### config.mk
export PLATFORM = sky130hd
export DESIGN_NAME = afnl_scan
export DESIGN_NICKNAME = d
export VERILOG_FILES = /design/src/hdl/afnl_pkg.sv /design/src/hdl/afnl_scan.sv
export SDC_FILE = /design/constraint.sdc
export NUM_CORES = 2
export LEC_CHECK = 0
export ABC_CLOCK_PERIOD_IN_PS = 11350
export BUFFER_PORTS_ARGS = -buffer_cell sky130_fd_sc_hd__buf_2
export CORE_AREA = 8 8 459 641
export CTS_CLUSTER_DIAMETER = 60
export DETAILED_ROUTE_END_ITERATION = 7
export DIE_AREA = 0 0 467 649
export PLACE_DENSITY = 0.51
export SLEW_MARGIN = 30
export SYNTH_ARGS = -nofsm -noshare
export SYNTH_HDL_FRONTEND = slang
export SYNTH_SLANG_ARGS = --single-unit
### constraint.sdc
create_clock -name aclk -period 11.35 [get_ports aclk]
set_input_delay 0 -clock aclk [delete_from_list [all_inputs] [get_ports aclk]]
set_output_delay 0 -clock aclk [all_outputs]
set_load 0.01 [all_outputs]
### src/hdl/afnl_pkg.sv
// Types, codes and a helper function shared by the field lookup block.
`default_nettype none
package afnl_pkg;

    localparam logic [1:0] MODE_LOAD  = 2'd0;
    localparam logic [1:0] MODE_QUERY = 2'd1;
    localparam logic [1:0] MODE_CLEAR = 2'd2;

    localparam logic [2:0] STATUS_LOADED   = 3'd0;
    localparam logic [2:0] STATUS_DROPPED  = 3'd1;
    localparam logic [2:0] STATUS_ANSWERED = 3'd2;
    localparam logic [2:0] STATUS_NONE     = 3'd3;
    localparam logic [2:0] STATUS_CLEARED  = 3'd4;

    localparam logic [39:0] MAX_DIST_SQ_RESET = 40'd1000000000;

    typedef struct packed {
        logic [1:0]         mode;
        logic signed [31:0] pos_x;
        logic signed [31:0] pos_y;
        logic signed [31:0] pos_z;
        logic [30:0]        point_radius;
        logic signed [31:0] point_height;
        logic signed [31:0] point_er;
        logic signed [31:0] point_ez;
    } in_t;

    typedef struct packed {
        logic [2:0]         status;
        logic signed [31:0] field_x;
        logic signed [31:0] field_y;
        logic signed [31:0] field_z;
    } out_t;

    typedef struct packed {
        logic [30:0]        radius;
        logic signed [31:0] height;
        logic signed [31:0] er;
        logic signed [31:0] ez;
    } entry_t;

    typedef enum logic {
        DS_OP_SQRT,
        DS_OP_DIV
    } ds_op_t;

    typedef struct packed {
        logic   start;
        ds_op_t op;
    } ds_req_t;

    typedef struct packed {
        logic busy;
        logic done;
    } ds_stat_t;

    typedef struct packed {
        logic done;
        logic found;
    } scan_stat_t;

    // Applies the sign to a truncated magnitude and saturates to 32 bits.
    function automatic logic [31:0] sat_signed(input logic [63:0] q, input logic neg);
        logic [63:0] qs;
        qs = 64'd0;
        if (neg) begin
            qs = (q > 64'h8000_0000) ? 64'h8000_0000 : q;
            return 32'd0 - qs[31:0];
        end
        qs = (q > 64'h7FFF_FFFF) ? 64'h7FFF_FFFF : q;
        return qs[31:0];
    endfunction

endpackage
`default_nettype wire

### src/hdl/afnl_scan.sv
// Pipelined nearest-sample scan over the stored table.
`default_nettype none
module afnl_scan #(
    parameter int TABLE_DEPTH = 4096
) (
    input  wire logic                                                 aclk,
    input  wire logic                                                 aresetn,
    input  wire logic                                                 start,
    input  wire logic [$clog2(TABLE_DEPTH+1)-1:0]                     count,
    input  wire logic [31:0]                                          r,
    input  wire logic signed [31:0]                                   z,
    input  wire logic [39:0]                                          limit,
    output logic [(TABLE_DEPTH > 1 ? $clog2(TABLE_DEPTH) : 1)-1:0]    raddr,
    input  wire afnl_pkg::entry_t                                     rdata,
    output afnl_pkg::scan_stat_t                                      stat,
    output logic signed [31:0]                                        best_er,
    output logic signed [31:0]                                        best_ez
);
    import afnl_pkg::*;

    localparam int CW = $clog2(TABLE_DEPTH + 1);
    localparam int AW = (TABLE_DEPTH > 1) ? $clog2(TABLE_DEPTH) : 1;

    logic          active_reg;
    logic          issuing_reg;
    logic [CW-1:0] idx_reg;
    logic [CW-1:0] idx_inc;
    logic          s1_valid_reg;
    logic          s2_valid_reg;
    logic          s3_valid_reg;
    logic [31:0]   dr_reg;
    logic [31:0]   dz_reg;
    logic signed [31:0] er2_reg, ez2_reg, er3_reg, ez3_reg;
    logic [63:0]   sqr_reg;
    logic [63:0]   sqz_reg;
    logic [71:0]   best_reg;
    logic          found_reg;
    logic          done_reg;
    logic [32:0]   diff_r;
    logic [32:0]   diff_z;
    logic [71:0]   dist_sq;

    assign idx_inc = idx_reg + 1'b1;
    assign raddr   = idx_reg[AW-1:0];
    assign diff_r  = {2'b00, rdata.radius} - {1'b0, r};
    assign diff_z  = {rdata.height[31], rdata.height} - {z[31], z};
    assign dist_sq = {7'd0, {1'b0, sqr_reg} + {1'b0, sqz_reg}};

    always_ff @(posedge aclk) begin
        if (!aresetn) begin
            active_reg   <= 1'b0;
            issuing_reg  <= 1'b0;
            s1_valid_reg <= 1'b0;
            s2_valid_reg <= 1'b0;
            s3_valid_reg <= 1'b0;
            done_reg     <= 1'b0;
            found_reg    <= 1'b0;
            idx_reg      <= '0;
        end else begin
            done_reg     <= 1'b0;
            s1_valid_reg <= issuing_reg;
            s2_valid_reg <= s1_valid_reg;
            s3_valid_reg <= s2_valid_reg;
            if (start) begin
                active_reg  <= 1'b1;
                issuing_reg <= (count != '0);
                idx_reg     <= '0;
                best_reg    <= {limit, 32'd0};
                found_reg   <= 1'b0;
            end else if (issuing_reg) begin
                idx_reg <= idx_inc;
                if (idx_inc == count) begin
                    issuing_reg <= 1'b0;
                end
            end
            if (s1_valid_reg) begin
                dr_reg  <= diff_r[32] ? 32'(-diff_r) : diff_r[31:0];
                dz_reg  <= diff_z[32] ? 32'(-diff_z) : diff_z[31:0];
                er2_reg <= rdata.er;
                ez2_reg <= rdata.ez;
            end
            if (s2_valid_reg) begin
                sqr_reg <= dr_reg * dr_reg;
                sqz_reg <= dz_reg * dz_reg;
                er3_reg <= er2_reg;
                ez3_reg <= ez2_reg;
            end
            if (s3_valid_reg && (dist_sq < best_reg)) begin
                best_reg  <= dist_sq;
                best_er   <= er3_reg;
                best_ez   <= ez3_reg;
                found_reg <= 1'b1;
            end
            if (active_reg && !start && !issuing_reg && !s1_valid_reg && !s2_valid_reg
                && !s3_valid_reg) begin
                active_reg <= 1'b0;
                done_reg   <= 1'b1;
            end
        end
    end

    assign stat.done  = done_reg;
    assign stat.found = found_reg;
endmodule
`default_nettype wire

==> tab_implementation.tex <==
\begin{tabular}{lr}
\hline
Metric & Value \\
\hline
\multicolumn{2}{l}{\textbf{Detailed routing}} \\
WL per Instance & 18.4 microns \\
Violation count after the first detailed-route iteration & 2889 \\
First-pass iteration count of the detailed router & 6 \\
DR DRC count & 0 \\
Via-to-Cell Ratio & about 4.7 \\
Via count & 59509 \\
Wire length after detailed routing & 234000 microns \\
Remaining number of nets flagged by the antenna check after routing & 0 \\
\multicolumn{2}{l}{\textbf{Timing}} \\
Relative max-transition margin & 33.4\% \\
Final critical path time including I/O delays and setup & between 9 and 10 ns \\
Final Cycle Share & 81.2\% \\
Slew of the pin with the lowest slew margin & around 1.0 ns \\
\# setup viols final & 0 \\
Final Max Slew Viols & 0 \\
Final hold violation count & 0 \\
Smallest hold slack & 0.0594 ns \\
Post-Route Skew & between 0.04 and 0.05 ns \\
Setup repair after global routing missed its margin & no \\
Highest clock frequency the design can meet & between 0.1 and 0.15 GHz \\
Setup TNS after final layout & 0 ns \\
\multicolumn{2}{l}{\textbf{Synthesis}} \\
Number of synthesized register bits & 474 \\
Xor-xnor portion of the synthesized cell area & 4.11\% \\
Mean cell area of the mapped netlist & about 10 sq um \\
Post-synth ARST share & 0\% \\
Cell count after synthesis & 8630 \\
Top FF cell, synth & sky130\_fd\_sc\_hd\_\_edfxtp\_1 \\
Sequential cell area fraction in the yosys report & 16.5\% \\
Post-synth EDFFs & 454 \\
Synthesized-area fraction occupied by and/or/nand/nor cells & 10.9\% \\
Largest family of logic cells by synthesized area & adder cells \\
Netlist cell types & 88 \\
Mapped Area & 0.0849 sq mm \\
Synth Area in Compound Gates & 7.85\% \\
Share of synthesized area spent on multiplexers & less than 1\% \\
Number of warnings printed during yosys synthesis & 0 \\
Synthesized-area fraction occupied by adder cells & roughly half \\
\multicolumn{2}{l}{\textbf{Run}} \\
Number of max-capacitance violations reported & 0 \\
\multicolumn{2}{l}{\textbf{Clock network}} \\
Total number of H-tree levels & 3 \\
Clock-pin transition on the worst setup and hold timing paths & around 0.06 ns \\
CTS root buf & sky130\_fd\_sc\_hd\_\_clkbuf\_16 \\
Clk buf depth & 3 \\
CTS buffer count & 67 \\
Clock tree from TritonCTS & yes \\
CTS resizes & 0 \\
TritonCTS sink count & about 470 \\
Skew-Pair Late Insertion Delay & 0.68 ns \\
\multicolumn{2}{l}{\textbf{Die}} \\
Full die area & 0.303 sq mm \\
Width of the chip & 467 microns \\
Number of rows in the core area & about 230 \\
Vertical extent of the die & 649 microns \\
Starting utilization of the core area & 29.9\% \\
I/O pin count & $\sim$330 \\
Placeable core region & about 0.28 sq mm \\
\multicolumn{2}{l}{\textbf{Worst hold path}} \\
Worst Hold Launch & z[6] \\
Hold crit path type & in2reg \\
\multicolumn{2}{l}{\textbf{Setup path}} \\
Arrival time of the worst setup path & 9.64 ns \\
Cell mode on critical path & sky130\_fd\_sc\_hd\_\_fa\_1 \\
Critical Path Fanout Max & 14 \\
CP startpoint kind & flop \\
Critical path class & reg2reg \\
CP delay by family, top & adder cells \\
Max incr delay on CP & 0.78 ns \\
Minimum setup slack among reg-to-reg paths & 2.13 ns \\
CP startpoint & dz\_reg[18]\$\_DFFE\_PP\_ \\
Endpoint class of the critical path & flop \\
Reg-to-reg startpoint & dz\_reg[18]\$\_DFFE\_PP\_ \\
Worst path buffer plus inverter count & 5 \\
Required time of the critical path & roughly 12 ns \\
Cell with the biggest individual delay on the critical path & sky130\_fd\_sc\_hd\_\_edfxtp\_1 \\
\multicolumn{2}{l}{\textbf{Layout}} \\
Ratio of cells with drive above 1 in the final layout & $\sim$7\% \\
Post-layout net count & 11554 \\
Commonest cells after routing, fill and taps aside & sky130\_fd\_sc\_hd\_\_inv\_1, sky130\_fd\_sc\_hd\_\_fa\_1, sky130\_fd\_sc\_hd\_\_ha\_1 \\
Most common cell after layout, fill and taps aside & sky130\_fd\_sc\_hd\_\_inv\_1 \\
Number of flip-flops under the largest register name & just over 70 \\
Area delta synth->final & 11.1\% \\
Post-Layout Inst Area & 0.0943 sq mm \\
\multicolumn{2}{l}{\textbf{Placement}} \\
\# port buffers & approximately 320 \\
Final HPWL DP & 194000 microns \\
Instance area after placement & between 0.09 and 0.1 sq mm \\
Final estimated routing congestion in global placement & between 0.8 and 0.9 \\
\multicolumn{2}{l}{\textbf{Global route}} \\
Number of antenna violations at the first check in global routing & 10 \\
Remaining Overflow, GRT & 0 \\
Via count of the first global-routing pass & 67340 \\
Total global-route track usage & 15.5\% \\
First-pass GRT wire length & roughly 370000 microns \\
Pin count of the biggest net entering global routing & 66 \\
\multicolumn{2}{l}{\textbf{Outcome}} \\
Outcome & completed \\
\hline
\end{tabular}
cell families (layout without fill, tap and decap cells):
| group | count (synthesis) | in the layout |
|---|---|---|
| XOR/XNOR | 398 | 398 |
| other | 1 | 6 |
| AO/OA/AOI/OAI | 1017 | 1017 |
| AND/OR/NAND/NOR | 1856 | 1856 |
| multiplexers | 42 | 42 |
| buffers and inverters | 2466 | 2816 |
| adder cells (fa/ha/maj) | 2376 | 2376 |
| flip-flops | 474 | 474 |
worst reg2reg max path, stage by stage (launching register included):
cell and delay, ns:
sky130_fd_sc_hd__edfxtp_1 0.78, sky130_fd_sc_hd__clkinv_1 0.56, sky130_fd_sc_hd__nor2_1 0.45, sky130_fd_sc_hd__fa_1 0.51, sky130_fd_sc_hd__fa_1 0.54, sky130_fd_sc_hd__inv_1 0.06, sky130_fd_sc_hd__fa_1 0.56, sky130_fd_sc_hd__inv_1 0.07
sky130_fd_sc_hd__fa_1 0.51, sky130_fd_sc_hd__inv_1 0.06, sky130_fd_sc_hd__fa_1 0.54, sky130_fd_sc_hd__fa_1 0.42, sky130_fd_sc_hd__fa_1 0.46, sky130_fd_sc_hd__fa_1 0.48, sky130_fd_sc_hd__inv_1 0.04, sky130_fd_sc_hd__ha_1 0.39
sky130_fd_sc_hd__and4_1 0.25, sky130_fd_sc_hd__nor2_1 0.09, sky130_fd_sc_hd__o21ai_0 0.08, sky130_fd_sc_hd__a21boi_0 0.26, sky130_fd_sc_hd__a41oi_1 0.09, sky130_fd_sc_hd__a21oi_1 0.61, sky130_fd_sc_hd__o2111ai_1 0.22, sky130_fd_sc_hd__and2_1 0.25
sky130_fd_sc_hd__a41o_1 0.27, sky130_fd_sc_hd__o41ai_1 0.32, sky130_fd_sc_hd__xnor2_1 0.11
metal layers:
metal  global-route usage, %  up-vias  part of all wire [%]
met5                       0        -                     0
met4                    5.80        0                   4.2
met3                    1.68      407                   3.8
met2                    30.0     1259                    54
met1                    17.3    30541                    38
li1                        -    27302                     -
synth_stat cells (8+ instances only):
cell	instances	share of area [%]
sky130_fd_sc_hd__nand2b_1	28	0.21
sky130_fd_sc_hd__o21ai_0	172	1.0
sky130_fd_sc_hd__a31oi_1	38	0.28
sky130_fd_sc_hd__and3_1	45	0.33
sky130_fd_sc_hd__inv_1	2144	9.5
sky130_fd_sc_hd__xor2_1	162	1.7
sky130_fd_sc_hd__dfxtp_1	20	0.47
sky130_fd_sc_hd__nand3_1	79	0.47
sky130_fd_sc_hd__o31ai_1	20	0.18
sky130_fd_sc_hd__a21oi_1	302	1.8
sky130_fd_sc_hd__nor3_1	41	0.24
sky130_fd_sc_hd__o21bai_1	42	0.37
sky130_fd_sc_hd__o2111ai_1	9	0.093
sky130_fd_sc_hd__nor4_1	18	0.13
sky130_fd_sc_hd__a21boi_0	9	0.080
sky130_fd_sc_hd__buf_4	15	0.13
sky130_fd_sc_hd__mux2_2	34	0.45
sky130_fd_sc_hd__nor2b_1	75	0.55
sky130_fd_sc_hd__or2_2	27	0.20
sky130_fd_sc_hd__fa_1	1587	37
sky130_fd_sc_hd__a211oi_1	40	0.35
sky130_fd_sc_hd__nor2_1	257	1.1
sky130_fd_sc_hd__a41oi_1	18	0.19
sky130_fd_sc_hd__xnor2_1	236	2.4
sky130_fd_sc_hd__and4_1	14	0.14
sky130_fd_sc_hd__or3_1	14	0.10
sky130_fd_sc_hd__and2_1	497	3.7
sky130_fd_sc_hd__a21o_1	194	1.7
sky130_fd_sc_hd__mux2i_1	8	0.094
sky130_fd_sc_hd__a31o_2	23	0.24
sky130_fd_sc_hd__nand2_1	670	3.0
sky130_fd_sc_hd__clkbuf_1	300	1.3
sky130_fd_sc_hd__ha_1	789	12
sky130_fd_sc_hd__o211ai_1	13	0.11
sky130_fd_sc_hd__nand4_1	60	0.44
sky130_fd_sc_hd__edfxtp_1	454	16
sky130_fd_sc_hd__o21a_1	43	0.38
area by class of cell:
class,count,area (sq um)
Clock inverter,44,495
Timing Repair Buffer,549,3680
Multi-Input combinational cell,5691,61600
Inverter,2148,8060
Fill cell,29118,190000
Tap cell,3744,4680
Antenna cell,4,10.0
Sequential cell,474,14000
Clock buffer,75,1720
path summary, 6_finish.rpt:
kind	end	depth (start not counted)
worst min-delay path	dz_reg[6]$_DFFE_PP_	5
worst max register to register	sqz_reg[62]$_DFFE_PP_	26
worst min register to register	best_ez[0]$_DFFE_PP_	0
worst max-delay path	sqz_reg[62]$_DFFE_PP_	26
per-stage QoR:
step	setup slack [ns]	util, %	instances
after CTS	2.02	33.1	12721
final	2.13	33.2	12729
after global placement	2.14	31.9	12464
after floorplan	3.37	-	8631
after global routing	1.52	33.2	12728
after detailed placement	2.05	31.9	12465
timing repair:
item / 4_1_cts / 5_1_grt
hold buffers: 137 / 0
buffers inserted: 0 / 0
endpoints found under the hold margin: 123 / 0
Power is not shown: default switching activity piles up to over one toggle a cycle in this logic, so the estimate is an artifact.
