==> src/hdl/afnl_ram.sv <==
// Generic simple dual-port RAM with registered read.
`default_nettype none
module afnl_ram #(
    parameter int WIDTH = 8,
    parameter int DEPTH = 16
) (
    input  wire logic                                     aclk,
    input  wire logic                                     we,
    input  wire logic [(DEPTH > 1 ? $clog2(DEPTH) : 1)-1:0] waddr,
    input  wire logic [WIDTH-1:0]                         wdata,
    input  wire logic [(DEPTH > 1 ? $clog2(DEPTH) : 1)-1:0] raddr,
    output logic      [WIDTH-1:0]                         rdata
);
    logic [WIDTH-1:0] mem [DEPTH];

    always_ff @(posedge aclk) begin
        if (we) begin
            mem[waddr] <= wdata;
        end
        rdata <= mem[raddr];
    end
endmodule
`default_nettype wire

==> config.mk <==
export PLATFORM = sky130hd
export DESIGN_NAME = afnl_ram
export DESIGN_NICKNAME = d
export VERILOG_FILES = /design/src/hdl/afnl_ram.sv
export SDC_FILE = /design/constraint.sdc
export NUM_CORES = 1
export LEC_CHECK = 0
export CAP_MARGIN = 5
export CELL_PAD_IN_SITES_DETAIL_PLACEMENT = 0
export CELL_PAD_IN_SITES_GLOBAL_PLACEMENT = 1
export CORE_MARGIN = 3
export CORE_UTILIZATION = 45
export CTS_CLUSTER_DIAMETER = 120
export DETAILED_ROUTE_END_ITERATION = 10
export DONT_BUFFER_PORTS = 1
export GPL_TIMING_DRIVEN = 0
export HOLD_SLACK_MARGIN = 0.15
export PLACE_DENSITY_LB_ADDON = 0.1
export SETUP_SLACK_MARGIN = 0.5
export SLEW_MARGIN = 20
export SYNTH_ARGS = -nofsm -noshare
export SYNTH_HDL_FRONTEND = slang
export SYNTH_SLANG_ARGS = --single-unit
export TNS_END_PERCENT = 5
==> constraint.sdc <==
create_clock -name aclk -period 5.2 [get_ports aclk]
set_input_delay 0.78 -clock aclk [delete_from_list [all_inputs] [get_ports aclk]]
set_output_delay 0.78 -clock aclk [all_outputs]
set_load 0.1 [all_outputs]
==> results.toml, run 1 <==
[status]
status = "completed"

[yosys]
synth_cell_types = 19
syn-mean-instance-area_um2 = 22.5
syn_inst = 229
synth-seq-cells = 136
yosys_warnings = 0
syn-num-nets = 247
netlist_area_um2 = 5150
ys_seq_area_frac = 0.778

[clocking]
clk_pin_slew_ns = 0.06
cts_max_level = 4
cts_tree = "yes"
postCtsSetupBuffers = 0
clock_latency_ns = 0.41
cts_inserted_buffers = 17
cts.sinks = 136
ctsHoldBuffers = 0
root_buffer = "clkbuf_16"
clockBufferDepth = 2
cts.repair.resized = 0

[power_and_ir_drop]
p_seq_frac = 0.488
p_per_area_nw_per_um2 = 441
p_sw_mw = 0.562
peakVddDrop_v = 0.000297
total_leakage_power_nw = 1.94
p_clk_frac = 0.479
p_int_mw = 2.07
comb_power_share = 0.032
switching_share = 0.213
report.power.total_mw = 2.63

[route]
totalWireLength_um = 9900
post_drt_wl_per_cell_um = 24.7
drtIter0Drc = 134
drc_errors = 0
vias_per_cell = 5.73
antenna_left = 0
vias = 2297
firstDrtPassIters = 4

[floorplanning]
io_pins = 26
start_util = 0.467
core_um2 = 11000
rows = 38
dieArea_um2 = 12800
die_h_um = 113
die_x_um = 113

[global_route]
antenna_found_initial = 0
grt_max_degree = 17
grt_use_total = 0.169
grt_pass1_wl_um = 14800
grt_pass1_vias = 2354
grt-ovfl-total = 0

[place]
io_buffers = 0
place.gp.congestion = 0.670
dp_hpwl_um = 6120
place_ws_ns = 2.81

[timing]
fin_crit_sh = 0.410
setup_ws_ns = 3.07
hold_violations = 0
drv_slew = 0
fmax_ghz = 0.470
fin_skew_ns = 0.00590
setup_tns_ns = 0
report.final.setup_viol = 0
tightest_slew_ns = 0.936
rsz0062_at_grt = "no"
relSlewSlack = 0.375
layout_min_cycle_time_ns = 2.13

[job]
cap_violations = 0

[critical_path]
worstSetupPathType = "reg2out"
worstPathArrival_ns = 1.35
r2r_slack_ns = 3.70
critPathLaunchType = "register"
crit_fanout = 1
end_kind = "primary output"
critPathRequiredTime_ns = 4.42

[layout]
area_delta_synth_final_pct = 16.0
drive_gt1_frac = 0.245
antenna_cells = 0
fin_nets = 266

[min_path]
hold_class = "in2reg"
==> final timing paths <==
check                  from        end  cells past startpoint
hold / removal     wdata[7]  mem[0][7]                      0
hold reg to reg   mem[8][3]   rdata[3]                      3
setup reg to reg  mem[5][0]   rdata[0]                      3
setup / recovery   rdata[5]   rdata[5]                      0
==> cells in the final DEF (no fill, tap or decap) <==
master,netlist,layout
edfxtp_1,128,128
mux4_2,18,18
clkbuf_16,0,17
a22oi_1,16,16
mux4_1,14,14
nor2_1,13,13
nand2_1,9,9
dfxtp_1,8,8
clkinvlp_4,0,5
nor3_2,0,4
bufinv_16,0,4
buf_6,3,3
buf_2,3,3
clkdlybuf4s25_2,3,3
inv_6,0,3
nand3b_1,2,2
nand2b_1,2,2
nor2b_1,1,1
buf_4,1,1
and2_1,1,1
and2b_1,1,1
nand3_1,1,1
or3b_2,1,1
clkinv_2,0,1
clkbuf_1,0,1
clkinv_4,0,1
==> power groups by stage <==
| stage | clock network, mW | logic, mW | registers, mW |
|---|---|---|---|
| 2_1_floorplan | 0 | 0.0622 | 1.31 |
| 3_3_place_gp | 0 | 0.0855 | 1.31 |
| 3_5_place_dp | 0 | 0.0857 | 1.31 |
| 4_1_cts | 1.28 | 0.0860 | 1.29 |
| 5_1_grt | 1.33 | 0.0904 | 1.29 |
| 6_report | 1.26 | 0.0846 | 1.29 |
==> cells by family (layout without fill, tap and decap cells) <==
logic type | after synthesis | after routing | synth area share
simple gates | 35 | 35 | 0.0318
buf+inv | 10 | 42 | 0.0168
flops | 136 | 136 | 0.778
mux | 32 | 32 | 0.150
compound gates | 16 | 16 | 0.0233
==> cell type report <==
cell class                      count  area (µm²)
Sequential cell                   136        4000
Clock inverter                     14         198
Fill cell                         858        5060
Buffer                             10        86.3
Tap cell                          140         175
Clock buffer                       18         429
Multi-Input combinational cell     83        1080
==> flip-flops by register name, indices dropped and copies added (netlist names) <==
signal  cells
rdata       8
mem       128
==> per-layer routing <==
layer,part of all wire,routed length (µm),global-route usage,vias up
li1,-,-,-,1013
met3,0.062,616,0.0636,15
met1,0.46,4550,0.247,1211
met2,0.46,4540,0.233,58
met4,0.020,195,0.0617,0
met5,0,0,0,-
==> Yosys cell counts <==
cell type,n,area share
a22oi_1,16,0.023
and2_1,1,0.0012
and2b_1,1,0.0015
buf_2,3,0.0029
buf_4,1,0.0015
buf_6,3,0.0066
clkdlybuf4s25_2,3,0.0058
dfxtp_1,8,0.031
edfxtp_1,128,0.75
mux4_1,14,0.071
mux4_2,18,0.079
nand2_1,9,0.0066
nand2b_1,2,0.0024
nand3_1,1,0.00097
nand3b_1,2,0.0029
nor2_1,13,0.0095
nor2b_1,1,0.0012
nor3_1,4,0.0039
or3b_2,1,0.0017
==> metrics by stage <==
step | hold WS, ns | area [µm²] | std cells | utilization
floorplan | 0.629 | 5150 | 229 | -
global placement | 0.659 | 5320 | 369 | 0.483
detailed placement | 0.668 | 5340 | 369 | 0.484
CTS | 0.443 | 5970 | 401 | 0.541
global route | 0.431 | 5970 | 401 | 0.541
finish | 0.462 | 5970 | 401 | 0.541
(Power assumes the default switching activity.)
==> run 2, diff against run 1 <==
==> constraint.sdc (replaced) <==
create_clock -name aclk -period 2 [get_ports aclk]
set_input_delay 0.3 -clock aclk [delete_from_list [all_inputs] [get_ports aclk]]
set_output_delay 0.3 -clock aclk [all_outputs]
set_load 0.1 [all_outputs]
==> results.toml, run 2 (synthesis gave the netlist of run 1 again) <==
[critical_path]
worstSetupPathType = "reg2out"
end_kind = "primary output"
crit_fanout = 1
critPathLaunchType = "register"
worstPathArrival_ns = 1.34
critPathRequiredTime_ns = 1.70

[layout]
layout_common_cells = "edfxtp_1, mux4_2, clkbuf_16"
largest_reg_flops = 128
largestRegisters = "mem: 128 flops, rdata: 8 flops"
stdcell_area_um2 = 5940
fin_nets = 274
fin_util = 0.538
drive_gt1_frac = 0.219
layout_commonest_cell = "edfxtp_1"
area_delta_synth_final_pct = 15.4
largest_register = "mem"

[global_route]
antenna_found_initial = 2
grt_pass1_vias = 2338
grt_pass1_wl_um = 14900
grt_use_total = 0.172
grt_max_degree = 17
grt-ovfl-total = 0

[clocking]
cts_tree = "yes"
clk_pin_slew_ns = 0.05
cts_max_level = 4
cts_inserted_buffers = 17
root_buffer = "clkbuf_16"
cts.sinks = 136
clockBufferDepth = 2
clock_latency_ns = 0.41

[floorplanning]
rows = 38
io_pins = 26
die_x_um = 113
dieArea_um2 = 12800
die_h_um = 113
core_um2 = 11000
start_util = 0.467

[timing]
rsz0062_at_grt = "yes"
setup_tns_ns = 0
setup_ws_ns = 0.355
fin_crit_sh = 0.822
fin_skew_ns = 0.00635
hold_violations = 0
tightest_slew_ns = 0.929
fmax_ghz = 0.608
relSlewSlack = 0.380
report.final.setup_viol = 0
drv_slew = 0
layout_min_cycle_time_ns = 1.64

[route]
antenna_left = 0
vias = 2295
drc_errors = 0
vias_per_cell = 5.58
post_drt_wl_per_cell_um = 24.1
firstDrtPassIters = 4
drtIter0Drc = 114
totalWireLength_um = 9890

[power_and_ir_drop]
p_seq_frac = 0.530
p_sw_mw = 1.37
p_per_area_nw_per_um2 = 1060
p_clk_frac = 0.427
p_int_mw = 4.94
report.power.total_mw = 6.31
peakVddDrop_v = 0.000596
switching_share = 0.217
comb_power_share = 0.043
total_leakage_power_nw = 1.93

[job]
cap_violations = 0

[status]
status = "completed"

[place]
place.gp.congestion = 0.712
place_ws_ns = 0.116
dp_hpwl_um = 6070
io_buffers = 0
placed_area_um2 = 5340

[min_path]
hold_class = "in2reg"
==> run 2: cell count changes in the layout (fill, tap and decap cells not counted) <==
| cell | change |
|---|---|
| bufinv_16 | -4 |
| clkbuf_1 | +7 |
| clkbuf_8 | +2 |
| clkinv_2 | +4 |
| clkinv_4 | -1 |
| clkinvlp_4 | -5 |
| dfxtp_1 | -2 |
| dfxtp_2 | +2 |
| diode_2 | +2 |
| dlygate4sd3_1 | +8 |
| inv_6 | -3 |
==> run 2: power by group through the flow <==
| stage | clock network, mW | logic, mW | registers [mW] |
|---|---|---|---|
| global route | 2.87 | 0.294 | 3.35 |
| finish | 2.69 | 0.271 | 3.35 |
| floorplan | 0 | 0.162 | 3.40 |
| CTS | 2.73 | 0.277 | 3.35 |
| detailed placement | 0 | 0.223 | 3.40 |
| global placement | 0 | 0.222 | 3.40 |
==> run 2: final timing paths <==
kind	start	end	slack, ns	cells after the start
max	rdata[4]	rdata[4]	0.36	0
max reg2reg	mem[0][0]	rdata[0]	0.58	3
min	waddr[0]	mem[4][1]	0.16	1
min reg2reg	mem[11][3]	rdata[3]	0.68	3
==> run 2: repair_timing <==
| item | in CTS | in global routing |
|---|---|---|
| buffers inserted | 0 | 0 |
| resized for setup | 1 | 1 |
| cloned | 0 | 0 |
| endpoints found under the hold margin | 128 | 0 |
| pin swaps | 0 | 0 |
| hold buffers | 8 | 0 |
| setup endpoints to repair | 8 | 23 |
==> run 2: final cells by class <==
type	count	area (µm²)
diodes	2	5.00
plain buffers	10	86.3
clock buffers	27	483
clock inverters	5	25.0
fillers	883	5090
multi-input cells	83	1080
flip-flops and latches	136	4010
well taps	140	175
repair buffers	8	80.1
==> run 2: routing by layer <==
| layer | vias up | share of wire | track usage | wire (µm) |
|---|---|---|---|---|
| li1 | 1027 | - | - | - |
| met1 | 1192 | 0.47 | 0.247 | 4690 |
| met2 | 59 | 0.45 | 0.241 | 4480 |
| met3 | 17 | 0.054 | 0.0567 | 534 |
| met4 | 0 | 0.019 | 0.0769 | 191 |
| met5 | - | 0 | 0 | 0 |
==> run 2: stage by stage <==
step           cells  hold WS, ns
3_3_place_gp     369        0.400
5_1_grt          410        0.155
3_5_place_dp     369        0.400
4_1_cts          409        0.152
2_1_floorplan    229        0.399
6_report         411        0.162
==> run 3, diff against run 2 <==
==> constraint.sdc (replaced) <==
create_clock -name aclk -period 1.4 [get_ports aclk]
set_input_delay 0.21 -clock aclk [delete_from_list [all_inputs] [get_ports aclk]]
set_output_delay 0.21 -clock aclk [all_outputs]
set_load 0.1 [all_outputs]
==> results.toml, run 3 (synthesis gave the netlist of run 1 again) <==
[status]
status = "completed"

[timing]
relSlewSlack = 0.469
rsz0062_at_grt = "yes"
hold_violations = 0
report.final.setup_viol = 0
fin_skew_ns = 0.00624
layout_min_cycle_time_ns = 1.32
fin_crit_sh = 0.946
drv_slew = 0
tightest_slew_ns = 0.793
fmax_ghz = 0.755

[place]
io_buffers = 0
place.gp.congestion = 0.711
dp_hpwl_um = 6170

[clocking]
clockBufferDepth = 2
cts_max_level = 4
ctsHoldBuffers = 8
clock_latency_ns = 0.42
clk_pin_slew_ns = 0.06
cts.sinks = 136
postCtsSetupBuffers = 0
root_buffer = "clkbuf_16"
cts_inserted_buffers = 17
cts_tree = "yes"

[min_path]
hold_class = "in2reg"

[critical_path]
cp_cell_sequence = "mux4_2 -> a22oi_2 -> nand2_1"
worstPathArrival_ns = 1.62
critPathRequiredTime_ns = 1.69
worstSetupPathType = "reg2reg"
critical-path-slowest-cell = "mux4_2"
crit_family = "multiplexers"
critPathLaunchType = "register"
end_kind = "register"
crit_fanout = 1
crit_buf_inv = 0
max_stage_delay_ns = 0.49

[power_and_ir_drop]
p_per_area_nw_per_um2 = 1630
peakVddDrop_v = 0.00119
report.power.total_mw = 9.91
total_leakage_power_nw = 1.94

[global_route]
grt_pass1_wl_um = 15100
grt_max_degree = 17
grt_use_total = 0.173
antenna_found_initial = 0
grt-ovfl-total = 0
grt_pass1_vias = 2361

[layout]
drive_gt1_frac = 0.361
largestRegisters = "mem: 128 flops, rdata: 8 flops"
fin_nets = 274
antenna_cells = 0
largest_reg_flops = 128
layout_commonest_cell = "edfxtp_1"
largest_register = "mem"
multi_input_area_um2 = 1080
nFillCells = 853
register_area_um2 = 4030
layout_common_cells = "edfxtp_1, mux4_2, clkbuf_16"
area_delta_synth_final_pct = 18.3
fin_util = 0.552

[route]
drc_errors = 0
drtIter0Drc = 154
antenna_left = 0
firstDrtPassIters = 4
vias_per_cell = 5.45
vias = 2231
totalWireLength_um = 10100
post_drt_wl_per_cell_um = 24.7

[floorplanning]
dieArea_um2 = 12800
rows = 38
core_um2 = 11000
die_x_um = 113
start_util = 0.467
die_h_um = 113
io_pins = 26

[job]
cap_violations = 0
[run 3: per-stage QoR]
stage               std cells  TNS [ns]  cell area [µm²]  hold slack (ns)  worst slack [ns]
finish                    409         0             6090           0.0274            0.0755
global route              409         0             6090           0.0233            0.0594
CTS                       409         0             6070           0.0131            0.0626
detailed placement        369    -10.40             5330            0.310            -0.233
global placement          369    -10.25             5330            0.310            -0.243
floorplan                 229         0             5150            0.309            0.0870
[run 3: cell type report]
type,instances,share of cell area
Clock inverter,15,0.0331
Tap cell,140,0.0288
Timing Repair Buffer,8,0.0132
Clock buffer,17,0.0699
Multi-Input combinational cell,83,0.177
Sequential cell,136,0.661
Buffer,10,0.0169
[run 3: timing repair]
| action | 4_1_cts | 5_1_grt |
|---|---|---|
| hold endpoints to repair | 161 | 32 |
| resized for setup | 18 | 3 |
| setup endpoints to repair | 144 | 272 |
| pin swaps | 2 | 0 |
[run 3: worst register-to-register path: stages, from the launching register on]
cell	delay (ns)
edfxtp_1	0.39
mux4_2	0.49
a22oi_2	0.22
nand2_1	0.11
[run 3: path summary, 6_finish.rpt]
check / start / endpoint / slack (ns) / cells after the start
max: mem[2][4] / rdata[4] / 0.08 / 3
min reg2reg: mem[2][3] / rdata[3] / 0.69 / 3
min: waddr[1] / mem[0][1] / 0.03 / 1
max reg2reg: mem[2][4] / rdata[4] / 0.08 / 3
[run 3: layer usage]
| layer | routed length [µm] | vias up | global-route usage |
|---|---|---|---|
| met2 | 4770 | 70 | 0.250 |
| li1 | - | 1015 | - |
| met4 | 144 | 0 | 0.0601 |
| met3 | 609 | 15 | 0.0545 |
| met1 | 4580 | 1131 | 0.251 |
| met5 | 0 | - | 0 |
[run 3: report_power, final]
part	total (mW)	switching, mW	leakage (nW)	internal (mW)
clock	4.71	1.72	0.300	2.98
combinational	0.418	0.238	0.411	0.181
sequential	4.79	0.224	1.23	4.56
