[src/hdl/afnl_pkg.sv]
// Types, codes and a helper function shared by the field lookup block.
`default_nettype none
package afnl_pkg;

    localparam logic [1:0] MODE_LOAD  = 2'd0;
    localparam logic [1:0] MODE_QUERY = 2'd1;
    localparam logic [1:0] MODE_CLEAR = 2'd2;

    localparam logic [2:0] STATUS_LOADED   = 3'd0;
    localparam logic [2:0] STATUS_DROPPED  = 3'd1;
    localparam logic [2:0] STATUS_ANSWERED = 3'd2;
    localparam logic [2:0] STATUS_NONE     = 3'd3;
    localparam logic [2:0] STATUS_CLEARED  = 3'd4;

    localparam logic [39:0] MAX_DIST_SQ_RESET = 40'd1000000000;

    typedef struct packed {
        logic [1:0]         mode;
        logic signed [31:0] pos_x;
        logic signed [31:0] pos_y;
        logic signed [31:0] pos_z;
        logic [30:0]        point_radius;
        logic signed [31:0] point_height;
        logic signed [31:0] point_er;
        logic signed [31:0] point_ez;
    } in_t;

    typedef struct packed {
        logic [2:0]         status;
        logic signed [31:0] field_x;
        logic signed [31:0] field_y;
        logic signed [31:0] field_z;
    } out_t;

    typedef struct packed {
        logic [30:0]        radius;
        logic signed [31:0] height;
        logic signed [31:0] er;
        logic signed [31:0] ez;
    } entry_t;

    typedef enum logic {
        DS_OP_SQRT,
        DS_OP_DIV
    } ds_op_t;

    typedef struct packed {
        logic   start;
        ds_op_t op;
    } ds_req_t;

    typedef struct packed {
        logic busy;
        logic done;
    } ds_stat_t;

    typedef struct packed {
        logic done;
        logic found;
    } scan_stat_t;

    // Applies the sign to a truncated magnitude and saturates to 32 bits.
    function automatic logic [31:0] sat_signed(input logic [63:0] q, input logic neg);
        logic [63:0] qs;
        qs = 64'd0;
        if (neg) begin
            qs = (q > 64'h8000_0000) ? 64'h8000_0000 : q;
            return 32'd0 - qs[31:0];
        end
        qs = (q > 64'h7FFF_FFFF) ? 64'h7FFF_FFFF : q;
        return qs[31:0];
    endfunction

endpackage
`default_nettype wire

[src/hdl/afnl_divsqrt.sv]
// Shared shift-subtract unit for the integer square root and the 64 by 32 bit division.
`default_nettype none
module afnl_divsqrt (
    input  wire logic                aclk,
    input  wire logic                aresetn,
    input  wire afnl_pkg::ds_req_t   req,
    input  wire logic [63:0]         operand_a,
    input  wire logic [31:0]         operand_d,
    output afnl_pkg::ds_stat_t       stat,
    output logic [63:0]              result
);
    import afnl_pkg::*;

    typedef enum logic [1:0] {
        DS_IDLE,
        DS_SQRT,
        DS_DIV
    } ds_state_t;

    ds_state_t   state_reg;
    ds_op_t      op_reg;
    logic        done_reg;
    logic [5:0]  cnt_reg;
    logic [63:0] v_reg;
    logic [63:0] res_reg;
    logic [63:0] bit_reg;
    logic [63:0] quo_reg;
    logic [31:0] rem_reg;
    logic [31:0] den_reg;
    logic [63:0] trial;
    logic [32:0] shifted;

    assign trial   = res_reg + bit_reg;
    assign shifted = {rem_reg, quo_reg[63]};

    always_ff @(posedge aclk) begin
        if (!aresetn) begin
            state_reg <= DS_IDLE;
            done_reg  <= 1'b0;
            op_reg    <= DS_OP_SQRT;
        end else begin
            done_reg <= 1'b0;
            unique case (state_reg)
                DS_IDLE: begin
                    if (req.start) begin
                        op_reg <= req.op;
                        if (req.op == DS_OP_SQRT) begin
                            v_reg     <= operand_a;
                            res_reg   <= 64'd0;
                            bit_reg   <= 64'h4000_0000_0000_0000;
                            cnt_reg   <= 6'd31;
                            state_reg <= DS_SQRT;
                        end else begin
                            quo_reg   <= operand_a;
                            rem_reg   <= 32'd0;
                            den_reg   <= operand_d;
                            cnt_reg   <= 6'd63;
                            state_reg <= DS_DIV;
                        end
                    end
                end
                DS_SQRT: begin
                    if (v_reg >= trial) begin
                        v_reg   <= v_reg - trial;
                        res_reg <= (res_reg >> 1) + bit_reg;
                    end else begin
                        res_reg <= res_reg >> 1;
                    end
                    bit_reg <= bit_reg >> 2;
                    cnt_reg <= cnt_reg - 6'd1;
                    if (cnt_reg == 6'd0) begin
                        state_reg <= DS_IDLE;
                        done_reg  <= 1'b1;
                    end
                end
                DS_DIV: begin
                    if (shifted >= {1'b0, den_reg}) begin
                        rem_reg <= 32'(shifted - {1'b0, den_reg});
                        quo_reg <= {quo_reg[62:0], 1'b1};
                    end else begin
                        rem_reg <= shifted[31:0];
                        quo_reg <= {quo_reg[62:0], 1'b0};
                    end
                    cnt_reg <= cnt_reg - 6'd1;
                    if (cnt_reg == 6'd0) begin
                        state_reg <= DS_IDLE;
                        done_reg  <= 1'b1;
                    end
                end
                default: state_reg <= DS_IDLE;
            endcase
        end
    end

    assign stat.busy = (state_reg != DS_IDLE);
    assign stat.done = done_reg;
    assign result    = (op_reg == DS_OP_SQRT) ? res_reg : quo_reg;
endmodule
`default_nettype wire

[config.mk]
export PLATFORM = sky130hd
export DESIGN_NAME = afnl_divsqrt
export DESIGN_NICKNAME = d
export VERILOG_FILES = /design/src/hdl/afnl_pkg.sv /design/src/hdl/afnl_divsqrt.sv
export SDC_FILE = /design/constraint.sdc
export NUM_CORES = 1
export LEC_CHECK = 0
export ABC_AREA = 1
export ABC_CLOCK_PERIOD_IN_PS = 19900
export BUFFER_PORTS_ARGS = -buffer_cell sky130_fd_sc_hd__buf_2
export CELL_PAD_IN_SITES_DETAIL_PLACEMENT = 2
export CELL_PAD_IN_SITES_GLOBAL_PLACEMENT = 2
export CORE_MARGIN = 3
export CORE_UTILIZATION = 37
export CTS_CLUSTER_SIZE = 12
export DETAILED_ROUTE_END_ITERATION = 7
export PLACE_DENSITY_LB_ADDON = 0.1
export SKIP_CTS_REPAIR_TIMING = 1
export SYNTH_ARGS = -nofsm -noshare
export SYNTH_HDL_FRONTEND = slang
export SYNTH_SLANG_ARGS = --single-unit
[constraint.sdc]
create_clock -name aclk -period 19.9 [get_ports aclk]
set_input_delay 2.985 -clock aclk [delete_from_list [all_inputs] [get_ports aclk]]
set_output_delay 2.985 -clock aclk [all_outputs]
set_load 0.005 [all_outputs]
==> results.md, run 1 <==
Floorplanning:
- The die covers 81860 um^2.
- The count of pins on the block boundary is roughly 170.
- The y dimension of the die is 286.1 um.
- The initial cell density of the core is ~37%.
- The floorplan core area is roughly 78000 um^2.
- Row generation in the floorplan step produced approximately 100 rows.
- From left edge to right edge, the die measures 286.1 um.

Setup path:
- The arrival time at the worst endpoint is 6530 ps.
- In this run the worst path has a maximum fanout of 64.
- The startpoint of the most critical setup path is res_reg[6].
- The worst setup path is launched from a flop.
- The worst setup path is of the flop to flop kind.
- The launch instance of the worst register-to-register path is res_reg[6].
- The worst setup path is captured at a flop.
- At the worst endpoint, the required time is ~20000 ps.

STA:
- The minimum clock period is 6337 ps.
- Measured against its own limit, the worst slew margin works out to approximately 28%.
- The number of slew-limit violations in the final report came to 0.
- Setup repair after global routing left no endpoint under its margin.
- The worst-case clock skew is between 30 and 40 ps.
- The worst path setup slack after routing is approximately 14000 ps.
- The period utilization is 31.85%.
- Setup violations remaining at the end of the flow were counted as 0.
- For the pin with the worst max-slew slack, the measured transition is 1081 ps.
- The upper clock frequency limit is about 160 MHz.
- The summed negative setup slack over all endpoints is 0 ps.
- The final hold violation count was 0.

Routing:
- The post-route antenna net violation count is 0.
- In the routed design, unresolved DRC markers number 0.
- The number of DRC markers after the initial detailed-route iteration is between 2000 and 2500.
- The number of vias in the routed layout is between 30000 and 40000.
- Using the TritonRoute via totals, the vias-per-cell ratio works out to roughly 5.5.
- The number of iterations in the first detailed-routing pass is 5.
- The routed wire length is 149000 um.
- The post-detailed-route wirelength per cell is ~26 um.

Synthesis:
- During synthesis, Yosys emitted a total of 0 warnings.
- The largest area contributor in the synthesized netlist is sky130_fd_sc_hd__edfxtp_1.
- The post-synthesis register bit count is a little under 300.
- Synthesis produced a netlist whose cell count is between 4000 and 5000.
- For this run, the leading register cell type out of synthesis is sky130_fd_sc_hd__edfxtp_1.
- The synthesized netlist devotes 3.741% of its cell area to XOR and XNOR gates.
- The number of synthesized flops with an enable pin is a little under 300.
- The summed instance area of the synthesized netlist is between 20000 and 30000 um^2.
- The sequential-to-total area share from yosys stat is between 30% and 40%.
- After Yosys synthesis, full adders, half adders and majority gates account for 7.335% of the synthesized area.
- The total nets after synthesis is 4867.
- In this run the biggest area consumer among cell types represents about 30% of the synthesized area.
- The post-synthesis mux area share is less than 1%.
- In the post-synthesis netlist, the biggest area contributors are sky130_fd_sc_hd__edfxtp_1 (30%), sky130_fd_sc_hd__nand2_1 (23%), sky130_fd_sc_hd__inv_1 (9.6%).
- Dividing the synthesized area by the synthesized cell count gives ~6.3 um^2.
- Ranked by instance count, the synthesized netlist is headed by sky130_fd_sc_hd__nand2_1 (1769), sky130_fd_sc_hd__inv_1 (740), sky130_fd_sc_hd__nor2_1 (402), sky130_fd_sc_hd__edfxtp_1 (294), sky130_fd_sc_hd__nand3_1 (290).
- After synthesis, the largest family of logic cells by area is simple AND/OR/NAND/NOR gates.
- For this run, asynchronously set or reset flops after synthesis account for 0%.
- Counting distinct cell types in the post-synthesis netlist gives between 40 and 50.
- The synthesized netlist devotes a little under a tenth of its cell area to compound gates.
- After Yosys synthesis, and, or, nand and nor cells account for a little under two fifths of the synthesized area.
- sky130_fd_sc_hd__nand2_1 is the most common cell in the netlist.

Global routing:
- After global routing the overflow that remains totals 0.
- The number of antenna violations at the first check in global routing is 6.
- Entering global routing, the biggest net connects 80 pins.
- The number of global-route vias before repair is 33710.
- The first global-routing pass estimated between 200000 and 250000 um of wire.
- Across every metal layer, demand over resource in global routing totals between 30% and 40%.

Power:
- In this run the power density over the cells is roughly 140 nW/um^2.
- The cell leakage power is approximately 16 nW.
- The highest ir drop seen on vdd is 0.08080 mV.
- The power consumption is 4.614 mW.

Placed design:
- Detailed placement finished with a half-perimeter wire length of 121800 um.
- Input and output buffers added on the ports amount to approximately 170.
- Once placement completed, the tool counted placed cells totaling 5721.
- The congestion estimate from routability-driven global placement came to 0.9449.
- OpenSTA, run right after detailed placement, puts the worst setup slack at around 14000 ps.

Cells and area:
- The fraction of layout instances using a drive strength above 1 is under 10%.
- The number of diodes added for antenna fixing is 0.
- In the final design database the tool counted around 5000 nets.
- The layout overhead on the synthesized area is 11.27%.
- Leaving out filler cells and counting taps, the final layout contains between 5000 and 6000.

Clock tree:
- CTS placed an instance of sky130_fd_sc_hd__clkbuf_16 at the clock tree root.
- After clock tree synthesis, the clock-pin slew on the worst setup and hold paths is around 60 ps.
- The clock tree from TritonCTS is done.
- The tree built by TritonCTS fans out to ~300 sinks.
- Clock latency on the worst-skew pair, taken at its later pin, is between 600 and 700 ps.
- The H-tree generated during clock tree synthesis spans 2 levels.
- The longest clock path from root to sink contains 3 buffers.
- TritonCTS created 40 clock buffers.

Flow run:
- The max-capacitance violation count is 0.

Run status:
- The flow ran to the end, and the final reports show no timing, DRC or antenna violations.

Hold path:
- The worst hold path belongs to the class flop to flop.
- In this run the most critical hold path is launched from state_reg[1].
[worst paths after layout]
path | end | slack [ps] | cells past startpoint
worst max-delay path | v_reg[61] | 13560 | 21
worst min register to register | state_reg[1] | 540 | 2
worst min-delay path | state_reg[1] | 540 | 2
worst max register to register | v_reg[61] | 13560 | 21
[cell type report]
class | count | area, um^2
clock buffer | 48 | 1082
clock inverter | 22 | 347.8
fill | 9700 | 45290
inverter | 745 | 2799
multi-input combinational | 3458 | 16920
sequential | 298 | 8912
tap | 1040 | 1301
timing repair buffer | 180 | 938.4
[stage by stage]
stage                     cell area (um^2)  util, %  hold WS, ps
after floorplan                      29030        -        456.0
after global placement               30870    39.79        509.9
after detailed placement             30870    39.79        524.9
after CTS                            32300    41.63        543.7
after global routing                 32300    41.63        585.2
final                                32300    41.63        541.7
[power by group]
group,internal (mW),switching [mW]
sequential,0.887,0.155
clock,0.494,0.331
combinational,0.769,1.98
[cell families after synthesis]
group,count (synthesis)
xor gates and xnor gates,124
adders and majority gates,169
AOI/OAI and AO/OA,517
DFF,298
buffers and inverters,842
muxes,21
and+or+nand+nor,2627
[per-layer routing]
layer	vias up	part of all wire (%)	track usage, %
li1	14830	-	-
met1	15930	44	47.52
met2	952	47	60.38
met3	207	5.6	4.305
met4	2	3.7	11.85
met5	-	0.0087	0
[placed cells by master (no fill, tap or decap), types with 54 or more instances in the layout]
cell type	count
sky130_fd_sc_hd__a21oi_1	225
sky130_fd_sc_hd__buf_2	165
sky130_fd_sc_hd__edfxtp_1	294
sky130_fd_sc_hd__ha_1	165
sky130_fd_sc_hd__inv_1	739
sky130_fd_sc_hd__nand2_1	1769
sky130_fd_sc_hd__nand3_1	290
sky130_fd_sc_hd__nor2_1	401
sky130_fd_sc_hd__nor3_1	54
sky130_fd_sc_hd__o21ai_0	232
sky130_fd_sc_hd__xor2_1	80
[worst max-delay path, stage by stage, from the launching register on]
cell                       delay (ps)
sky130_fd_sc_hd__edfxtp_1         550
sky130_fd_sc_hd__ha_1             450
sky130_fd_sc_hd__nand2_1          110
sky130_fd_sc_hd__o21ai_0          260
sky130_fd_sc_hd__a21oi_1          110
sky130_fd_sc_hd__o21ai_0          780
sky130_fd_sc_hd__nand2_1          110
sky130_fd_sc_hd__nand2_1          240
sky130_fd_sc_hd__a21oi_1          110
sky130_fd_sc_hd__xor2_1           200
sky130_fd_sc_hd__ha_1             420
sky130_fd_sc_hd__nand2_1          110
sky130_fd_sc_hd__nor2_1           120
sky130_fd_sc_hd__inv_1             90
sky130_fd_sc_hd__nor2_1           160
sky130_fd_sc_hd__nand2_1          110
sky130_fd_sc_hd__nor3_2           200
sky130_fd_sc_hd__nand2_4          300
sky130_fd_sc_hd__nand2_8          360
sky130_fd_sc_hd__o21ai_0          150
sky130_fd_sc_hd__inv_2             80
sky130_fd_sc_hd__buf_4            730
No activity file was read; power rests on OpenSTA's default activity.
==> inputs of run 2 (changes only) <==
Settings changed: ABC_CLOCK_PERIOD_IN_PS 19900 to 6600, CORE_UTILIZATION 37 to 35.
Clock period 19.9 ns to 6.6 ns, I/O delays scaled along.
==> run 2 against run 1 <==
Effect of this change:
- die area up 5.6%
- clock skew fell by 2.1 ps
- sequential power grew to 3.0 times the previous value
- sequential cell count did not move
==> results.md, run 2 (synthesis results as in run 1) <==
Global routing:
- The global-route congestion overflow total is 0 (unchanged).
- The met2 track demand over resource in global routing is 55.28% (was 60.38%).
- The fraction of met1 tracks used by global routing is 44.18% (was 47.52%).
- The global routing usage on met3 came to 4.196% (was 4.305%).
- The wire length of the first global-routing pass was 214700 um (was 220700 um).
- The largest net degree at the start of global routing was 82 (was 80).
- The most used routing layer is met2 (unchanged).
- The number of global-route vias before repair came to 33430 (was 33710).
- The number of antenna violations at the first check in global routing came to 7 (was 6).
- The total track usage came to 32.92% (was 35.78%).

Setup path:
- The type of the setup path with the least slack is flop to flop (unchanged).
- The arrival time at the worst endpoint is 5940 ps (was 6530 ps).
- The required time reported for the critical path endpoint is 6880 ps (was 20100 ps).
- The maximum net fanout on the critical path is 29 (was 64).
- The type of element capturing the critical path is a flop (unchanged).
- The kind of start point of the critical path is a flop (unchanged).

Hold path:
- The path category of the worst min-delay check was flop to flop (unchanged).

Clock tree:
- The clock sink count is 298 (unchanged).
- The number of buffers inserted during clock tree synthesis is 42 (was 40).
- The CTS root buffer was sky130_fd_sc_hd__clkbuf_16 (unchanged).
- The number of H-tree levels is 2 (unchanged).
- The clock tree from TritonCTS is done (unchanged).
- The clock transition time at the flip-flop clock pins of the worst setup and hold paths was 70 ps (was 60 ps).
- The clock insertion delay at the later pin of the skew report came to 620 ps (was 610 ps).
- The buffer depth of the longest clock path was 3 (unchanged).

Floorplanning:
- The initial cell density of the core is 35.70% (was 37.42%).
- The floorplan core area is 81330 um^2 (was 77590 um^2).
- The die width is 294.0 um (was 286.1 um).
- The count of pins on the block boundary is 166 (unchanged).
- The overall die area came to 86440 um^2 (was 81860 um^2).
- The y dimension of the die is 294.0 um (was 286.1 um).
- The number of standard-cell rows in the floorplan is 104 (was 102).

Routing:
- The post-detailed-route wirelength per cell was 24.79 um (was 25.73 um).
- The number of vias in the routed layout is 31710 (was 31910).
- The detail-routed via count per cell is 5.434 (was 5.511).
- The routed wire length is 144700 um (was 149000 um).
- The post-route antenna net violation count is 0 (unchanged).
- The remaining design rule violation count was 0 (unchanged).
- The number of iterations in the first detailed-routing pass came to 6 (was 5).
- The number of DRC markers after the initial detailed-route iteration is 2334 (was 2420).

Run status:
- Result of the run: completed (unchanged).

Power:
- The power per cell area came to 422.7 nW/um^2 (was 142.8 nW/um^2).
- The highest ir drop seen on vdd is 0.2296 mV (was 0.08080 mV).
- The relative contribution of the clock network to total power is 17.1% (was 17.9%).
- The share of power burned in registers is 22.5% (was 22.6%).
- The part of the power in combinational logic is 60.4% (was 59.5%).
- The internal power contribution came to 6.368 mW (was 2.151 mW).
- The cell leakage power is 16.30 nW (was 16.25 nW).
- The share of total power consumed by net switching is 53.52% (was 53.39%).
- The net switching power is 7.332 mW (was 2.463 mW).

Cells and area:
- The number of diodes added for antenna fixing is 0 (unchanged).
- The fraction of layout instances using a drive strength above 1 came to 6.429% (was 6.146%).
- The final net count is 5012 (was 4992).
- Most used cells in the layout excluding fill and tap cells: sky130_fd_sc_hd__nand2_1 (1769), sky130_fd_sc_hd__inv_1 (739), sky130_fd_sc_hd__nor2_1 (401) (unchanged).
- The most common cell after layout, fill and taps aside is sky130_fd_sc_hd__nand2_1 (unchanged).
- The layout overhead on the synthesized area came to 11.64% (was 11.27%).

STA:
- The upper clock frequency limit is 176.6 MHz (was 157.8 MHz).
- The period utilization is 85.79% (was 31.85%).
- The minimum clock period is 5662 ps (was 6337 ps).
- The worst hold-check slack is 527.1 ps (was 541.7 ps).
- Setup repair after global routing missed its margin: false (unchanged).
- The summed negative setup slack over all endpoints came to 0 ps (unchanged).
- The final setup violation count came to 0 (unchanged).
- The worst-case clock skew is 36.06 ps (was 38.20 ps).
- The number of slew-limit violations in the final report is 0 (unchanged).
- The worst slew slack as a fraction of its limit came to 30.90% (was 27.75%).
- The final hold violation count is 0 (unchanged).
- The worst-margin pin slew was 1034 ps (was 1081 ps).

Placed design:
- The detailed placer's ending HPWL is 119300 um (was 121800 um).
- The number of buffers added on ports is 165 (unchanged).
- The routability congestion estimate is 0.9347 (was 0.9449).

Flow run:
- The max-capacitance violation count is 0 (unchanged).
run 2: changes by cell type in the layout (fill, tap and decap cells not counted), moves of 2 or more:
cell | before | now
sky130_fd_sc_hd__buf_4 | 15 | 30
sky130_fd_sc_hd__clkbuf_8 | 3 | 0
sky130_fd_sc_hd__buf_12 | 0 | 2
sky130_fd_sc_hd__inv_16 | 2 | 0
sky130_fd_sc_hd__clkinv_1 | 3 | 7
sky130_fd_sc_hd__inv_6 | 0 | 3
sky130_fd_sc_hd__clkbuf_1 | 4 | 9
sky130_fd_sc_hd__bufinv_16 | 8 | 4
run 2: layout make-up:
type                            count  area (um^2)
Tap cell                         1060         1326
Clock buffer                       51         1085
Timing Repair Buffer              198         1119
Clock inverter                     25        249.0
Fill cell                       10180        48920
Multi-Input combinational cell   3458        16920
Sequential cell                   298         8912
Inverter                          745         2799
run 2: per-layer routing:
| metal | part of all wire [%] | vias up |
|---|---|---|
| met1 | 45 | 15810 |
| met4 | 3.3 | 0 |
| li1 | - | 14870 |
| met5 | 0 | - |
| met2 | 46 | 848 |
| met3 | 5.3 | 181 |
run 2: path summary, 6_finish.rpt:
kind	startpoint	endpoint	slack [ps]	depth (start not counted)
max	res_reg[10]	v_reg[45]	940	24
min	state_reg[1]	state_reg[1]	530	2
max reg2reg	res_reg[10]	v_reg[45]	940	24
min reg2reg	state_reg[1]	state_reg[1]	530	2
run 2: stage by stage:
step                instance area, um^2  cells  utilization [%]  worst slack, ps  power [mW]
floorplan                         29050   4598                -            830.5       8.127
global placement                  31050   5758            38.18             1219       10.96
detailed placement                31050   5758            38.18             1084       11.24
CTS                               32380   5834            39.82            991.6       13.67
global route                      32410   5835            39.85            575.4       14.65
finish                            32410   5835            39.85            937.7       13.70
run 2: power groups by stage:
stage | registers, mW | clock network, mW | logic [mW]
final | 3.08 | 2.34 | 8.28
after global routing | 3.10 | 2.43 | 9.12
after CTS | 3.07 | 2.37 | 8.22
after detailed placement | 3.10 | 0 | 8.13
after global placement | 3.09 | 0 | 7.86
after floorplan | 2.88 | 0 | 5.24
run 2: worst max-delay path: stages (launching register included):
cell	delay, ps
sky130_fd_sc_hd__edfxtp_1	540
sky130_fd_sc_hd__ha_1	430
sky130_fd_sc_hd__nand2_1	140
sky130_fd_sc_hd__o21ai_0	460
sky130_fd_sc_hd__nand2_1	110
sky130_fd_sc_hd__nand3_1	280
sky130_fd_sc_hd__nand2_1	90
sky130_fd_sc_hd__nand2_1	200
sky130_fd_sc_hd__nand2_1	80
sky130_fd_sc_hd__nand2_1	170
sky130_fd_sc_hd__nand3_1	150
sky130_fd_sc_hd__nand3b_1	110
sky130_fd_sc_hd__nand2_1	100
sky130_fd_sc_hd__ha_1	390
sky130_fd_sc_hd__nand2_1	100
sky130_fd_sc_hd__inv_1	90
sky130_fd_sc_hd__nand2_1	110
sky130_fd_sc_hd__nor2_1	200
sky130_fd_sc_hd__nand2_1	110
sky130_fd_sc_hd__nor3_2	230
sky130_fd_sc_hd__nand2_4	110
sky130_fd_sc_hd__nand2_8	190
sky130_fd_sc_hd__o21ai_0	130
sky130_fd_sc_hd__inv_2	470
sky130_fd_sc_hd__buf_12	290
